[src/design/bba_pkg.sv]
`timescale 1ns / 1ps
// ----------------------------------------------------------------------------
// bba_pkg
// Shared types and constants for the bitmap block allocator.
// ----------------------------------------------------------------------------
package bba_pkg;

	localparam int BLOCKS_DEF = 4096;
	localparam int WORD_W     = 32;
	localparam int WORD_SH    = 5;
	localparam int BS_W       = 16;
	localparam int BIU_W      = 13;
	localparam int SIZE_W     = 32;
	localparam int CFG_W      = 16;

	localparam logic [BS_W-1:0]  BS_RESET  = 16'd512;
	localparam logic [BIU_W-1:0] BIU_RESET = 13'd4096;

	localparam logic CFG_BLOCK_SIZE    = 1'b0;
	localparam logic CFG_BLOCKS_IN_USE = 1'b1;

	localparam logic OP_ALLOC = 1'b0;
	localparam logic OP_FREE  = 1'b1;

	typedef enum logic [1:0] {
		ST_ALLOC  = 2'd0,
		ST_ZERO   = 2'd1,
		ST_NOROOM = 2'd2,
		ST_FREED  = 2'd3
	} status_t;

	typedef enum logic [3:0] {
		S_INIT,
		S_IDLE,
		S_DIV,
		S_CHK,
		S_SCAN_RD,
		S_SCAN_EV,
		S_MARK_RD,
		S_MARK_WR,
		S_FREE_RD,
		S_FREE_WR,
		S_DONE
	} state_t;

	typedef struct packed {
		logic init_wr;
		logic load;
		logic div_step;
		logic chk;
		logic scan_ev;
		logic mark_wr;
		logic free_wr;
		logic out_load;
	} cmd_t;

	typedef struct packed {
		logic init_last;
		logic op_free;
		logic div_last;
		logic zero_size;
		logic too_big;
		logic start_oor;
		logic scan_hit;
		logic scan_last;
		logic mark_last;
		logic free_stop;
		logic out_free;
	} sts_t;

endpackage

[src/design/bba_ctrl.sv]
`timescale 1ns / 1ps
// ----------------------------------------------------------------------------
// bba_ctrl
// Sequencer: clearing pass, divide, scan, mark and free walk.
// ----------------------------------------------------------------------------
module bba_ctrl import bba_pkg::*; (
	input  logic   clk,
	input  logic   arst_n,
	input  logic   in_valid,
	input  sts_t   sts,
	output cmd_t   cmd,
	output logic   in_stall
);

	state_t state_q, state_d;

	always_ff @(posedge clk or negedge arst_n) begin
		if (!arst_n) begin
			state_q <= S_INIT;
		end else begin
			state_q <= state_d;
		end
	end

	always_comb begin
		state_d  = state_q;
		cmd      = '0;
		in_stall = 1'b1;
		case (state_q)
			S_INIT: begin
				cmd.init_wr = 1'b1;
				if (sts.init_last) state_d = S_IDLE;
			end
			S_IDLE: begin
				in_stall = 1'b0;
				if (in_valid) begin
					cmd.load = 1'b1;
					state_d  = S_DIV;
				end
			end
			S_DIV: begin
				// free requests skip the divide
				if (sts.op_free) begin
					state_d = S_CHK;
				end else begin
					cmd.div_step = 1'b1;
					if (sts.div_last) state_d = S_CHK;
				end
			end
			S_CHK: begin
				cmd.chk = 1'b1;
				if (sts.op_free) begin
					state_d = sts.start_oor ? S_DONE : S_FREE_RD;
				end else if (sts.zero_size || sts.too_big) begin
					state_d = S_DONE;
				end else begin
					state_d = S_SCAN_RD;
				end
			end
			S_SCAN_RD: state_d = S_SCAN_EV;
			S_SCAN_EV: begin
				cmd.scan_ev = 1'b1;
				if (sts.scan_hit) state_d = S_MARK_RD;
				else if (sts.scan_last) state_d = S_DONE;
				else state_d = S_SCAN_RD;
			end
			S_MARK_RD: state_d = S_MARK_WR;
			S_MARK_WR: begin
				cmd.mark_wr = 1'b1;
				state_d = sts.mark_last ? S_DONE : S_MARK_RD;
			end
			S_FREE_RD: state_d = S_FREE_WR;
			S_FREE_WR: begin
				cmd.free_wr = 1'b1;
				state_d = sts.free_stop ? S_DONE : S_FREE_RD;
			end
			S_DONE: begin
				if (sts.out_free) begin
					cmd.out_load = 1'b1;
					state_d = S_IDLE;
				end
			end
			default: state_d = S_INIT;
		endcase
	end

endmodule

[config.mk]
export PLATFORM = sky130hd
export DESIGN_NAME = bba_ctrl
export DESIGN_NICKNAME = d
export VERILOG_FILES = /design/src/design/bba_pkg.sv /design/src/design/bba_ctrl.sv
export SDC_FILE = /design/constraint.sdc
export NUM_CORES = 1
export LEC_CHECK = 0
export ABC_AREA = 1
export BUFFER_PORTS_ARGS = -buffer_cell sky130_fd_sc_hd__buf_2
export CAP_MARGIN = 15
export CORE_UTILIZATION = 30
export CTS_BUF_LIST = sky130_fd_sc_hd__clkbuf_4 sky130_fd_sc_hd__clkbuf_8
export DETAILED_ROUTE_END_ITERATION = 16
export REMOVE_ABC_BUFFERS = 1
export SYNTH_ARGS = -nofsm -noshare
export SYNTH_HDL_FRONTEND = slang
export SYNTH_SLANG_ARGS = --single-unit
[constraint.sdc]
create_clock -name clk -period 2.65 [get_ports clk]
set_input_delay 0.53 -clock clk [delete_from_list [all_inputs] [get_ports clk]]
set_output_delay 0.53 -clock clk [all_outputs]
set_load 0.01 [all_outputs]
==> metrics.yaml <==
syn_inst: 74
fin_nets: 115
clock_latency_ns: 0.23
largest_register_ffs: 4
ctsResizeCount: 0
power_leakage_nw: 0.357
post-place-ws_ns: 1.14
via_count: 535
path_buf_inv: 3
cpMaxStageDelayCell: "dfrtp_1"
htreeDepth: 1
muxShareOfSynthArea_pct: 0
synth_top_area_share_pct: 23.6
syn_area_sq_um: 424
ys_warn_count: 0
fin_hold_ws_ns: 0.0983
met2_usage_pct: 34.0
cap_violations: 0
combPwrFrac_pct: 63.2
p_int_mw: 0.264
maxSlewHeadroom_pct: 83.1
fin_skew_ns: 0.00137
finalCritPeriodShare_pct: 66.8
drv_slew: 0
drc: 0
timing.final.ws_setup_ns: 0.879
setup.worst_path.end_class: "output port"
use_met3_pct: 3.41
io_buffers: 22
drt-initial-drc-count: 7
area_delta_synth_final_pct: 35.7
status: "complete, no violations"
first_pass_iters: 4
cp-start-kind: "flop"
cp_max_fo: 4
vias_per_cell: 4.69
slowest_delay_ns: 0.41
place_inst: 111
cts_max_path_buffers: 2
path_class: "flop to output port"
placeableCoreArea_sq_mm: 0.00130
seq_area_frac_synth_pct: 23.6
worst-path-stages: 5
avgSynthCellArea_sq_um: 5.73
clock-root-buffer: "clkbuf_4"
avgRoutedWirePerCell_microns: 9.95
swShare_pct: 51.3
n_antenna_cell: 0
cts_buffers: 3
overflow: 0
ys_seq_elements: 4
rsz0062_at_grt: "no"
final_area_sq_um: 576
grt_start_max_net_pins: 8
holdBufCountCts: 0
grt.busiest_layer: "met2"
fp-row-count: 13
synth_cell_type_count: 17
drive_above_1_share_pct: 37.4
required_ns: 2.12
largestRegisters: "state_q: 4 flops"
max_freq_ghz: 0.565
synth_top_area_cell: "dfrtp_1"
synth_top_family_by_area: "simple AND/OR/NAND/NOR gates"
grt_pass1_vias: 508
ir_drop_mv: 0.420
seqPwrFrac_pct: 23.6
grt_pass1_wl_mm: 1.88
dpl.hpwl_microns: 983
hold_viol: 0
grt_use_met1_pct: 19.9
pwr-share-clk_pct: 13.2
drtAntennaViolNets: 0
cp_top_family: "flip-flops"
synth-edff-count: 0
grt_antenna_before_repair: 0
synth_fa_ha_area_share_pct: 0
yosys_most_used_dff: "dfrtp_1"
clkTransAtPathRegs_ns: 0.04
period_minus_slack_ns: 1.77
place_area_sq_um: 553
fin_cells: 114
ios: 23
finish.utilization_pct: 44.2
grt_usage_pct: 17.7
fin_tns_setup_ns: 0
power.density_mw_per_mm2: 943
p_total_mw: 0.543
crit_chain: "inv_2, nor2_1, nand2_1, inv_1, buf_2"
drt-total-wl_mm: 1.13
r2r_cells: 8
setup-violations-final: 0
cts_tree: "built"
yosys.area_share.simple_pct: 55.5
start_util_pct: 32.6
cts.sink_count: 4
p_sw_mw: 0.278
cts_setup_buffers: 0
crit_arrival_ns: 1.24
min_path_type: "primary input to async pin"
die_w_microns: 39.6
synth-xor-area-share_pct: 0
die_height_microns: 39.6
largest_register: "state_q"
dieArea_sq_mm: 0.00157
async_flop_share_pct: 100
synth_compound_area_share_pct: 6.78
synth.most_common_cell: "nand2_1"
yosys-top-cells-count: "nand2_1 (15), inv_1 (12), nor2_1 (10)"
fill_cells: 161
worst_slew_pin_slew_ns: 0.253
gp_congestion: 0.831
synthTopCellsByArea: "dfrtp_1 (24%), nand2_1 (13%), nand3_1 (11%)"
final cells by class:
cell class	instances	area [sq um]	share of cell area [%]
clock buffer	3	22.5	3.91
inverter	16	60.1	10.4
multi-input combinational	54	264	45.9
sequential	4	100	17.4
tap	15	18.8	3.26
timing repair buffer	22	110	19.1
layer usage:
layer	vias to the layer above	part of all wire, %	routed length [microns]
met4	0	0	0
met1	233	44	501
li1	284	-	-
met3	0	4.9	56
met2	18	51	577
met5	-	0	0
worst reg2reg max path, stage by stage, from the launching register on:
cell,delay (ns)
dfrtp_1,0.45
nand2_2,0.14
inv_1,0.04
nand2_1,0.11
nand2_1,0.06
nor2_1,0.10
nand3_1,0.08
nand2_1,0.06
nand2_1,0.04
path summary, 6_finish.rpt:
| kind | start | endpoint | slack (ns) |
|---|---|---|---|
| hold / removal | arst_n | state_q[3] | 0.1 |
| setup reg to reg | state_q[1] | state_q[1] | 1.45 |
| setup / recovery | state_q[2] | cmd[2] | 0.88 |
| max in group asynchronous | arst_n | state_q[1] | 2.43 |
| hold reg to reg | state_q[1] | state_q[1] | 0.67 |
| min in group clk | sts[2] | state_q[3] | 0.57 |
cell families (layout without fill, tap and decap cells):
family | after synthesis | after routing
buf+inv | 16 | 41
flops | 4 | 4
simple gates | 49 | 49
compound gates | 5 | 5
placed cells by master, fill, tap and decap left out, types with 3 or more instances in the layout:
cell type	instances
inv_2	4
nand2_2	4
nor3_1	3
dfrtp_1	4
inv_1	12
nand4_1	3
buf_2	22
nor2_1	10
nand3_1	9
clkbuf_4	3
nand2_1	15
power groups by stage:
stage,Sequential [mW],Combinational [mW],Clock [mW]
6_report,0.128,0.343,0.0717
5_1_grt,0.134,0.394,0.0774
4_1_cts,0.128,0.346,0.0738
3_5_place_dp,0.129,0.344,0
3_3_place_gp,0.128,0.343,0
2_1_floorplan,0.122,0.250,0
Power figures use the tool's default switching activity.
